--- src/sv/ffs_pkg.sv ---
// ffs_pkg: shared types and constants of the flipbook frame sequencer
// used by ffs_ctrl, ffs_datapath and flipbook_frame_sequencer_unit
// no dependencies
package ffs_pkg;

    localparam int MAX_FRAMES_DEF = 64;

    localparam int CLIP_LEN_W  = 7;
    localparam int LOOP_MODE_W = 2;
    localparam int SLOT_W      = 6;
    localparam int MS_W        = 16;
    localparam int ATLAS_W     = 16;
    localparam int ACC_W       = 17;
    localparam int FRAME_OUT_W = 6;
    localparam int APB_ADDR_W  = 3;
    localparam int APB_DATA_W  = 32;

    // register index, taken from paddr[2]
    localparam logic REG_IDX_CLIP_LEN  = 1'b0;
    localparam logic REG_IDX_LOOP_MODE = 1'b1;

    localparam logic [LOOP_MODE_W-1:0] LOOP_WRAP   = 2'd0;
    localparam logic [LOOP_MODE_W-1:0] LOOP_REWIND = 2'd1;
    localparam logic [LOOP_MODE_W-1:0] LOOP_HOLD   = 2'd2;

    typedef enum logic [1:0] {
        OP_WRITE   = 2'd0,
        OP_PLAY    = 2'd1,
        OP_TICK    = 2'd2,
        OP_RESTART = 2'd3
    } op_t;

    typedef enum logic [1:0] {
        EV_NONE    = 2'd0,
        EV_STARTED = 2'd1,
        EV_STOPPED = 2'd2
    } event_t;

    typedef enum logic [2:0] {
        ST_IDLE,
        ST_EXEC,
        ST_WALK_RD,
        ST_WALK_CMP,
        ST_ATLAS,
        ST_DONE
    } state_t;

    // controller to datapath
    typedef struct packed {
        logic capture;
        logic exec;
        logic walk_step;
        logic load_out;
    } ffs_cmd_t;

    // datapath to controller
    typedef struct packed {
        op_t  op;
        logic tick_run;
        logic step_hit;
        logic out_free;
    } ffs_sts_t;

endpackage

--- src/sv/ffs_ctrl.sv ---
// ffs_ctrl: state machine that sequences one item through the datapath
// depends on ffs_pkg
module ffs_ctrl
(
    input  logic             clk,
    input  logic             rst_n,
    input  logic             in_valid,
    output logic             in_ready,
    input  ffs_pkg::ffs_sts_t sts,
    output ffs_pkg::ffs_cmd_t cmd
);

    ffs_pkg::state_t state_reg;
    ffs_pkg::state_t state_next;

    always_ff @(posedge clk or negedge rst_n)
    begin
        if (!rst_n)
        begin
            state_reg <= ffs_pkg::ST_IDLE;
        end
        else
        begin
            state_reg <= state_next;
        end
    end

    always_comb
    begin
        state_next = state_reg;
        cmd        = '0;
        in_ready   = 1'b0;
        unique case (state_reg)
            ffs_pkg::ST_IDLE:
            begin
                in_ready = 1'b1;
                if (in_valid)
                begin
                    cmd.capture = 1'b1;
                    state_next  = ffs_pkg::ST_EXEC;
                end
            end
            ffs_pkg::ST_EXEC:
            begin
                cmd.exec = 1'b1;
                if (sts.op == ffs_pkg::OP_TICK && sts.tick_run)
                begin
                    state_next = ffs_pkg::ST_WALK_RD;
                end
                else
                begin
                    state_next = ffs_pkg::ST_ATLAS;
                end
            end
            // duration of the current frame is read here
            ffs_pkg::ST_WALK_RD:
            begin
                state_next = ffs_pkg::ST_WALK_CMP;
            end
            ffs_pkg::ST_WALK_CMP:
            begin
                if (sts.step_hit)
                begin
                    cmd.walk_step = 1'b1;
                    state_next    = ffs_pkg::ST_WALK_RD;
                end
                else
                begin
                    state_next = ffs_pkg::ST_ATLAS;
                end
            end
            ffs_pkg::ST_ATLAS:
            begin
                state_next = ffs_pkg::ST_DONE;
            end
            ffs_pkg::ST_DONE:
            begin
                if (sts.out_free)
                begin
                    cmd.load_out = 1'b1;
                    state_next   = ffs_pkg::ST_IDLE;
                end
            end
            default:
            begin
                state_next = ffs_pkg::ST_IDLE;
            end
        endcase
    end

    // a walk step only happens while comparing
    assert property (@(posedge clk) disable iff (!rst_n)
        cmd.walk_step |=> state_reg == ffs_pkg::ST_WALK_RD)
        else $error("walk step did not return to the duration read");

    // an item is taken only when the controller is free
    assert property (@(posedge clk) disable iff (!rst_n)
        (in_valid && in_ready) |=> state_reg == ffs_pkg::ST_EXEC)
        else $error("accepted item was not executed");

    assert property (@(posedge clk) disable iff (!rst_n)
        cmd.load_out |-> sts.out_free)
        else $error("result loaded over a pending one");

endmodule

--- src/sv/ffs_datapath.sv ---
// ffs_datapath: frame tables, position, accumulator, playing flag and output register
// depends on ffs_pkg
module ffs_datapath
#(
    parameter int MAX_FRAMES = ffs_pkg::MAX_FRAMES_DEF
)
(
    input  logic                                clk,
    input  logic                                rst_n,
    input  ffs_pkg::ffs_cmd_t                   cmd,
    output ffs_pkg::ffs_sts_t                   sts,
    input  ffs_pkg::op_t                        in_op,
    input  logic [ffs_pkg::SLOT_W-1:0]          in_slot,
    input  logic [ffs_pkg::MS_W-1:0]            in_duration,
    input  logic [ffs_pkg::ATLAS_W-1:0]         in_atlas,
    input  logic                                in_play,
    input  logic [ffs_pkg::MS_W-1:0]            in_elapsed,
    input  logic [ffs_pkg::CLIP_LEN_W-1:0]      clip_length,
    input  logic [ffs_pkg::LOOP_MODE_W-1:0]     loop_mode,
    input  logic                                clip_load,
    input  logic [ffs_pkg::CLIP_LEN_W-1:0]      clip_length_next,
    input  logic                                out_ready,
    output logic                                out_valid,
    output logic [ffs_pkg::FRAME_OUT_W-1:0]     frame_now,
    output logic [ffs_pkg::ATLAS_W-1:0]         atlas_now,
    output logic                                playing_now,
    output ffs_pkg::event_t                     event_res
);

    localparam int POS_W = $clog2(MAX_FRAMES);
    localparam int CNT_W = $clog2(MAX_FRAMES + 1);

    logic [ffs_pkg::MS_W-1:0]    dur_mem [MAX_FRAMES];
    logic [ffs_pkg::ATLAS_W-1:0] atlas_mem [MAX_FRAMES];
    logic [ffs_pkg::MS_W-1:0]    dur_q;
    logic [ffs_pkg::ATLAS_W-1:0] atlas_q;

    ffs_pkg::op_t                op_reg;
    logic [ffs_pkg::SLOT_W-1:0]  slot_reg;
    logic [ffs_pkg::MS_W-1:0]    duration_reg;
    logic [ffs_pkg::ATLAS_W-1:0] atlas_reg;
    logic                        play_reg;
    logic [ffs_pkg::MS_W-1:0]    elapsed_reg;

    logic [POS_W-1:0]            pos_reg;
    logic [POS_W-1:0]            pos_next;
    logic [ffs_pkg::ACC_W-1:0]   acc_reg;
    logic [ffs_pkg::ACC_W-1:0]   acc_next;
    logic                        playing_reg;
    logic                        playing_next;
    ffs_pkg::event_t             event_reg;
    ffs_pkg::event_t             event_next;

    logic                        out_valid_reg;
    logic [ffs_pkg::FRAME_OUT_W-1:0] frame_out_reg;
    logic [ffs_pkg::ATLAS_W-1:0] atlas_out_reg;
    logic                        playing_out_reg;
    ffs_pkg::event_t             event_out_reg;

    logic [CNT_W-1:0]            eff_len;
    logic                        has_clip;
    logic                        slot_ok;
    logic                        tbl_wr;
    logic [ffs_pkg::ACC_W-1:0]   dur_eff;
    logic [ffs_pkg::ACC_W-1:0]   acc_sub;
    logic [CNT_W-1:0]            pos_inc;

    always_comb
    begin
        if (32'(clip_length) > MAX_FRAMES)
        begin
            eff_len = CNT_W'(MAX_FRAMES);
        end
        else
        begin
            eff_len = CNT_W'(clip_length);
        end
    end

    assign has_clip = (eff_len != '0);
    assign slot_ok  = (32'(slot_reg) < MAX_FRAMES);
    assign tbl_wr   = cmd.exec && (op_reg == ffs_pkg::OP_WRITE) && slot_ok;
    assign dur_eff  = (dur_q == '0) ? ffs_pkg::ACC_W'(1) : ffs_pkg::ACC_W'(dur_q);
    assign acc_sub  = acc_reg - dur_eff;
    assign pos_inc  = CNT_W'(pos_reg) + CNT_W'(1);

    // frame tables, one write and one registered read each
    always_ff @(posedge clk)
    begin
        if (tbl_wr)
        begin
            dur_mem[POS_W'(slot_reg)]   <= duration_reg;
            atlas_mem[POS_W'(slot_reg)] <= atlas_reg;
        end
        dur_q   <= dur_mem[pos_reg];
        atlas_q <= atlas_mem[pos_reg];
    end

    always_ff @(posedge clk)
    begin
        if (cmd.capture)
        begin
            op_reg       <= in_op;
            slot_reg     <= in_slot;
            duration_reg <= in_duration;
            atlas_reg    <= in_atlas;
            play_reg     <= in_play;
            elapsed_reg  <= in_elapsed;
        end
        if (cmd.load_out)
        begin
            frame_out_reg   <= ffs_pkg::FRAME_OUT_W'(pos_reg);
            atlas_out_reg   <= has_clip ? atlas_q : '0;
            playing_out_reg <= playing_reg;
            event_out_reg   <= event_reg;
        end
    end

    always_comb
    begin
        pos_next     = pos_reg;
        acc_next     = acc_reg;
        playing_next = playing_reg;
        event_next   = event_reg;
        if (clip_load)
        begin
            pos_next = '0;
            acc_next = '0;
            if (clip_length_next == '0)
            begin
                playing_next = 1'b0;
            end
        end
        else if (cmd.capture)
        begin
            event_next = ffs_pkg::EV_NONE;
        end
        else if (cmd.exec)
        begin
            case (op_reg)
                ffs_pkg::OP_PLAY:
                begin
                    if (has_clip)
                    begin
                        if (!playing_reg && play_reg)
                        begin
                            event_next = ffs_pkg::EV_STARTED;
                        end
                        playing_next = play_reg;
                    end
                end
                ffs_pkg::OP_TICK:
                begin
                    if (playing_reg && has_clip)
                    begin
                        acc_next = acc_reg + ffs_pkg::ACC_W'(elapsed_reg);
                    end
                end
                ffs_pkg::OP_RESTART:
                begin
                    pos_next = '0;
                    acc_next = '0;
                    if (!has_clip)
                    begin
                        playing_next = 1'b0;
                    end
                end
                default:
                begin
                    pos_next = pos_reg;
                end
            endcase
        end
        else if (cmd.walk_step)
        begin
            if (pos_inc >= eff_len)
            begin
                case (loop_mode)
                    ffs_pkg::LOOP_WRAP:
                    begin
                        pos_next = '0;
                        acc_next = acc_sub;
                    end
                    ffs_pkg::LOOP_REWIND:
                    begin
                        pos_next     = '0;
                        acc_next     = '0;
                        playing_next = 1'b0;
                        event_next   = ffs_pkg::EV_STOPPED;
                    end
                    default:
                    begin
                        // hold the last frame, unused mode included
                        pos_next     = POS_W'(eff_len - CNT_W'(1));
                        acc_next     = '0;
                        playing_next = 1'b0;
                        event_next   = ffs_pkg::EV_STOPPED;
                    end
                endcase
            end
            else
            begin
                pos_next = POS_W'(pos_inc);
                acc_next = acc_sub;
            end
        end
    end

    always_ff @(posedge clk or negedge rst_n)
    begin
        if (!rst_n)
        begin
            pos_reg       <= '0;
            acc_reg       <= '0;
            playing_reg   <= 1'b0;
            event_reg     <= ffs_pkg::EV_NONE;
            out_valid_reg <= 1'b0;
        end
        else
        begin
            pos_reg     <= pos_next;
            acc_reg     <= acc_next;
            playing_reg <= playing_next;
            event_reg   <= event_next;
            if (cmd.load_out)
            begin
                out_valid_reg <= 1'b1;
            end
            else if (out_ready)
            begin
                out_valid_reg <= 1'b0;
            end
        end
    end

    always_comb
    begin
        sts.op       = op_reg;
        sts.tick_run = playing_reg && has_clip;
        sts.step_hit = playing_reg && (acc_reg >= dur_eff);
        sts.out_free = !out_valid_reg || out_ready;
    end

    assign out_valid   = out_valid_reg;
    assign frame_now   = frame_out_reg;
    assign atlas_now   = atlas_out_reg;
    assign playing_now = playing_out_reg;
    assign event_res   = event_out_reg;

    // the position never leaves the loaded clip
    assert property (@(posedge clk) disable iff (!rst_n)
        has_clip |-> (CNT_W'(pos_reg) < eff_len))
        else $error("frame position beyond clip length");

    // between items the accumulator stays within the 16-bit duration range
    assert property (@(posedge clk) disable iff (!rst_n)
        cmd.capture |-> !acc_reg[ffs_pkg::ACC_W-1])
        else $error("accumulator left above duration range");

    assert property (@(posedge clk) disable iff (!rst_n)
        (cmd.load_out && event_reg == ffs_pkg::EV_STARTED) |-> playing_reg)
        else $error("started event while not playing");

    assert property (@(posedge clk) disable iff (!rst_n)
        (cmd.load_out && event_reg == ffs_pkg::EV_STOPPED) |-> !playing_reg)
        else $error("stopped event while still playing");

endmodule

--- src/sv/flipbook_frame_sequencer_unit.sv ---
// flipbook_frame_sequencer_unit: top level, register port and stream packing
// depends on ffs_pkg, ffs_ctrl, ffs_datapath
//
// channel   dir  handshake          contents
// s_        in   s_tvalid/s_tready  tuser op, tdata frame entry / play / elapsed ms
// m_        out  m_tvalid/m_tready  tdata frame, atlas index, playing, event
// apb       in   psel/penable       clip_length at 0x0, loop_mode at 0x4
//
// write, play and restart items pass the idle, exec, atlas and done states before the next accept
// running ticks add a duration table read and a compare per frame advanced, before atlas
// ticks while stopped or with no clip take the same states as the other items
// one item at a time; a finished result waits in the output register while the next is taken
// a result still waiting on m_tready holds the following one back until it is taken
// rst_n clears position, accumulator, playing flag, registers and control; tables need writes
module flipbook_frame_sequencer_unit
#(
    parameter int MAX_FRAMES = ffs_pkg::MAX_FRAMES_DEF
)
(
    input  logic                            clk,
    input  logic                            rst_n,
    input  logic                            s_tvalid,
    output logic                            s_tready,
    // [5:0] entry_slot, [21:6] entry_duration, [37:22] entry_atlas,
    // [38] play, [54:39] elapsed_ms, [55] unused
    input  logic [55:0]                     s_tdata,
    // [1:0] op
    input  logic [1:0]                      s_tuser,
    output logic                            m_tvalid,
    input  logic                            m_tready,
    // [5:0] frame_now, [21:6] atlas_now, [22] playing_now, [24:23] event_res,
    // [31:25] zero
    output logic [31:0]                     m_tdata,
    input  logic                            psel,
    input  logic                            penable,
    input  logic                            pwrite,
    input  logic [ffs_pkg::APB_ADDR_W-1:0]  paddr,
    input  logic [ffs_pkg::APB_DATA_W-1:0]  pwdata,
    output logic [ffs_pkg::APB_DATA_W-1:0]  prdata,
    output logic                            pready
);

    logic [ffs_pkg::CLIP_LEN_W-1:0]  clip_length_reg;
    logic [ffs_pkg::LOOP_MODE_W-1:0] loop_mode_reg;
    logic                            cfg_wr;
    logic                            clip_load;

    ffs_pkg::ffs_cmd_t               cmd;
    ffs_pkg::ffs_sts_t               sts;

    logic [ffs_pkg::FRAME_OUT_W-1:0] frame_now;
    logic [ffs_pkg::ATLAS_W-1:0]     atlas_now;
    logic                            playing_now;
    ffs_pkg::event_t                 event_res;

    assign pready    = 1'b1;
    assign cfg_wr    = psel && penable && pwrite && pready;
    assign clip_load = cfg_wr && (paddr[2] == ffs_pkg::REG_IDX_CLIP_LEN);

    always_ff @(posedge clk or negedge rst_n)
    begin
        if (!rst_n)
        begin
            clip_length_reg <= '0;
            loop_mode_reg   <= '0;
        end
        else if (cfg_wr)
        begin
            unique case (paddr[2])
                ffs_pkg::REG_IDX_CLIP_LEN:
                begin
                    clip_length_reg <= pwdata[ffs_pkg::CLIP_LEN_W-1:0];
                end
                ffs_pkg::REG_IDX_LOOP_MODE:
                begin
                    loop_mode_reg <= pwdata[ffs_pkg::LOOP_MODE_W-1:0];
                end
                default:
                begin
                    loop_mode_reg <= loop_mode_reg;
                end
            endcase
        end
    end

    always_comb
    begin
        unique case (paddr[2])
            ffs_pkg::REG_IDX_CLIP_LEN:
            begin
                prdata = ffs_pkg::APB_DATA_W'(clip_length_reg);
            end
            ffs_pkg::REG_IDX_LOOP_MODE:
            begin
                prdata = ffs_pkg::APB_DATA_W'(loop_mode_reg);
            end
            default:
            begin
                prdata = '0;
            end
        endcase
    end

    ffs_ctrl u_ctrl
    (
        .clk      (clk),
        .rst_n    (rst_n),
        .in_valid (s_tvalid),
        .in_ready (s_tready),
        .sts      (sts),
        .cmd      (cmd)
    );

    ffs_datapath
    #(
        .MAX_FRAMES (MAX_FRAMES)
    )
    u_datapath
    (
        .clk              (clk),
        .rst_n            (rst_n),
        .cmd              (cmd),
        .sts              (sts),
        .in_op            (ffs_pkg::op_t'(s_tuser)),
        .in_slot          (s_tdata[5:0]),
        .in_duration      (s_tdata[21:6]),
        .in_atlas         (s_tdata[37:22]),
        .in_play          (s_tdata[38]),
        .in_elapsed       (s_tdata[54:39]),
        .clip_length      (clip_length_reg),
        .loop_mode        (loop_mode_reg),
        .clip_load        (clip_load),
        .clip_length_next (pwdata[ffs_pkg::CLIP_LEN_W-1:0]),
        .out_ready        (m_tready),
        .out_valid        (m_tvalid),
        .frame_now        (frame_now),
        .atlas_now        (atlas_now),
        .playing_now      (playing_now),
        .event_res        (event_res)
    );

    assign m_tdata = {7'd0, event_res, playing_now, atlas_now, frame_now};

endmodule
--- config.mk ---
export PLATFORM = sky130hd
export DESIGN_NAME = flipbook_frame_sequencer_unit
export DESIGN_NICKNAME = d
export VERILOG_FILES = /design/src/sv/ffs_pkg.sv /design/src/sv/ffs_ctrl.sv /design/src/sv/ffs_datapath.sv /design/src/sv/flipbook_frame_sequencer_unit.sv
export SDC_FILE = /design/constraint.sdc
export NUM_CORES = 2
export LEC_CHECK = 0
export BUFFER_PORTS_ARGS = -buffer_cell sky130_fd_sc_hd__buf_2
export CORE_MARGIN = 1.5
export CORE_UTILIZATION = 44
export DETAILED_ROUTE_END_ITERATION = 10
export MAX_ROUTING_LAYER = met4
export PLACE_DENSITY = 0.67
export SYNTH_ARGS = -nofsm -noshare
export SYNTH_HDL_FRONTEND = slang
export SYNTH_SLANG_ARGS = --single-unit
--- constraint.sdc ---
create_clock -name clk -period 9.8 [get_ports clk]
set_input_delay 0 -clock clk [delete_from_list [all_inputs] [get_ports clk]]
set_output_delay 0 -clock clk [all_outputs]
set_load 0.01 [all_outputs]
==> results.md <==
- Outcome: complete, no violations
- Clock Path Buffers: 3
- Final worst-path cycle share: 0.505
- RR Endpoint: u_datapath.atlas_q[6]$_DFF_P_
- # DRC: 0
- Netlist Area Pre-Place: 85100 um^2
- RSZ-0062 raised after global routing: false
- Wire per inst: 29.4 um
- VDD IR max: 0.260 mV
- Final setup fails: 0
- Non-filler cells, final: 6765
- PD cells: 255 nW/um^2
- Initial detailed-routing violation count: 4513
- Routed WL: 199 mm
- Max-cap viol count: 0
- Register area share after synthesis: 0.771
- Fin Setup TNS: 0 ns
- First-pass GRT wire length: 286 mm
- Reg2reg path depth: 6
- Clk pin slew, worst setup/hold paths: 0.06 ns
- Synth top area share: 0.752
- Initial antenna violation count: 13
- Nature of the critical path endpoint: flip-flop
- Die Y: 443 um
- Fin area: 97700 um^2
- Worst-Margin Slew: 1.16 ns
- Crit path max fanout: 121
- Cell repeated most along the worst path: mux4_2
- Pin count of the biggest net entering global routing: 122
- Total vias in the final route: 39.7k
- Final min period: 4.95 ns
- Cells along the critical path: buf_12 -> buf_4 -> buf_4 -> mux4_2 -> mux4_2 -> mux4_2
- Initial Utilization: 0.442
- Final hold vios: 0
- CP arrival: 5.66 ns
- Reg2reg start: u_datapath.pos_reg[1]$_DFFE_PN0P_
- Most instantiated library cell after synthesis: edfxtp_1
- Clock latency on the worst-skew pair: 0.86 ns
- Unique masters post-synth: 64
- IO buf count: 105
- Pre-CTS setup slack: 4.86 ns
- Hold Worst Slack: 0.206 ns
- Largest cells by area after synthesis: edfxtp_1 (75%), mux4_2 (18%), dfrtp_1 (1.1%), dfxtp_1 (0.75%), ha_1 (0.60%)
- Post-CTS Resized: 0
- FMAX: 202 MHz
- Area after DPL: 89400 um^2
- Post-synth EDFFs: 2130
- Crit path kind: flip-flop to flip-flop
- Final antenna-violating net count: 0
- # clock sinks: 2201
- DP Cell Count: 6215
- Synth-to-Final Area Change: 14.8%
- Hold Path Class: input pin to asynchronous set/reset pin
- Total power: 24.9 mW
- CP Launch Type: flip-flop
- R2r setup slk: 4.85 ns
- Cell Rows: 161
- CP max stage delay: 0.81 ns
- Critical path buffers and inverters: 3
- Crit path required time: 10.51 ns
- CP max-delay cell: dfrtp_4
- Clk_skew: 0.0395 ns
- Vias in the first global route: 40.7k
- CTS tree: built
- Share of layout cells above drive strength 1: 0.300
- Yosys warns: 0
- Cell count after synthesis: 3640
- CTS H-tree depth: 4
- GPL Wtd Cong: 0.810
- Core footprint: 192000 um^2
- Chip Width: 443 um
- Area of the die: 196000 um^2
- Via-to-Cell Ratio: 5.87
- Final HPWL DP: 103 mm
- Max-slew headroom: 0.228
- Register bit total from synthesis: 2201
- Max Slew Vio Count: 0
- Commonest cells in the synthesized netlist: edfxtp_1 (2130), mux4_2 (672), nor2_1 (105), clkbuf_1 (89), nand2_1 (76)
- Synth area leader: edfxtp_1
- Fin util: 0.508
- Synth Area per Inst: 23.4 um^2
- TritonCTS Buffers: 209
- Net count, final: 4201
- PnR worst setup slack: 4.85 ns
- Clk root buf: clkbuf_16
- Ys flop type: edfxtp_1
- First-pass DRT Iterations: 6
- Post-synth ARST share: 0.0177
- Total track usage: 0.209
- Total grt overflow: 0
- Leakage: 30.0 nW
- # IOs: 167
- CP delay by family, top: buffers and inverters
## power breakdown
part | switching, mW | internal, mW | total, mW | leakage (nW)
Combinational | 3.11 | 2.66 | 5.77 | 6.84
Clock | 3.46 | 4.41 | 7.87 | 3.21
Sequential | 0.313 | 10.9 | 11.2 | 19.9
Total | 6.88 | 18.0 | 24.9 | 30.0
## cell families after synthesis
logic type      after synthesis  synth area share
xor+xnor                     32           0.00329
flops                      2201             0.771
buf+inv                     240            0.0132
fa+ha+maj                    43           0.00650
mux                         678             0.179
simple gates                298            0.0164
compound gates              146            0.0109
other cells                   2         0.0000883
## placed cells by master (no fill, tap or decap), types with 8 or more instances in the layout
| master | count |
|---|---|
| nor2_1 | 40 |
| edfxtp_1 | 2130 |
| buf_4 | 116 |
| buf_2 | 105 |
| nor2_4 | 65 |
| clkbuf_16 | 210 |
| a21oi_1 | 35 |
| mux4_2 | 672 |
| nand2b_1 | 13 |
| a22oi_1 | 10 |
| xor2_1 | 12 |
| inv_1 | 29 |
| inv_6 | 8 |
| o21ai_0 | 37 |
| dlygate4sd3_1 | 157 |
| clkinv_1 | 49 |
| o21a_1 | 8 |
| nand3_1 | 14 |
| nor3_1 | 19 |
| ha_1 | 41 |
| bufinv_16 | 16 |
| and2_1 | 17 |
| conb_1 | 33 |
| clkinvlp_4 | 10 |
| dfxtp_1 | 32 |
| nand2_1 | 76 |
| clkinv_2 | 24 |
| nor2b_1 | 13 |
| dfrtp_1 | 33 |
| xnor2_1 | 20 |
| clkbuf_1 | 53 |
## tightest hold or removal path: stages
cell and delay (ns):
dlygate4sd3_1 0.53, dlygate4sd3_1 0.55, buf_2 0.13, buf_12 0.22
## how the worst max path moves through the flow
stage	slack, ns	endpoint	startpoint	cells after the start
3_5_place_dp	4.86	u_datapath.atlas_q[6]$_DFF_P_	u_datapath.pos_reg[1]$_DFFE_PN0P_	6
6_report	4.85	u_datapath.atlas_q[6]$_DFF_P_	u_datapath.pos_reg[1]$_DFFE_PN0P_	6
3_3_place_gp	4.86	u_datapath.atlas_q[6]$_DFF_P_	u_datapath.pos_reg[1]$_DFFE_PN0P_	6
4_1_cts	4.85	u_datapath.atlas_q[6]$_DFF_P_	u_datapath.pos_reg[1]$_DFFE_PN0P_	6
2_1_floorplan	6.16	u_datapath.acc_reg[11]$_DFFE_PN0P_	u_datapath.pos_reg[1]$_DFFE_PN0P_	13
5_1_grt	4.70	u_datapath.atlas_mem[55][6]$_DFFE_PP_	u_ctrl.state_reg[2]$_DFFE_PN0P_	6
## layer usage
layer | share of wire | GRT usage | up-vias
met2 | 0.50 | 0.335 | 1756
met3 | 0.086 | 0.0464 | 307
met4 | 0.024 | 0.0587 | 0
met5 | 0 | - | -
met1 | 0.39 | 0.270 | 21300
li1 | - | - | 16300
## repair_timing
action	4_1_cts	5_1_grt
endpoints found under the setup margin	0	0
buffers inserted	0	0
hold buffers	158	0
endpoints found under the hold margin	117	0
## area by class of cell
| cell class | count | area, um^2 |
|---|---|---|
| Clock buffer | 268 | 5520 |
| Inverter | 31 | 118 |
| Antenna cell | 7 | 17.5 |
| Tap cell | 2526 | 3160 |
| Clock inverter | 117 | 1130 |
| Sequential cell | 2201 | 65600 |
| Fill cell | 14700 | 94700 |
| Timing Repair Buffer | 385 | 3110 |
| Multi-Input combinational cell | 1230 | 19000 |
(Power assumes the default switching activity.)
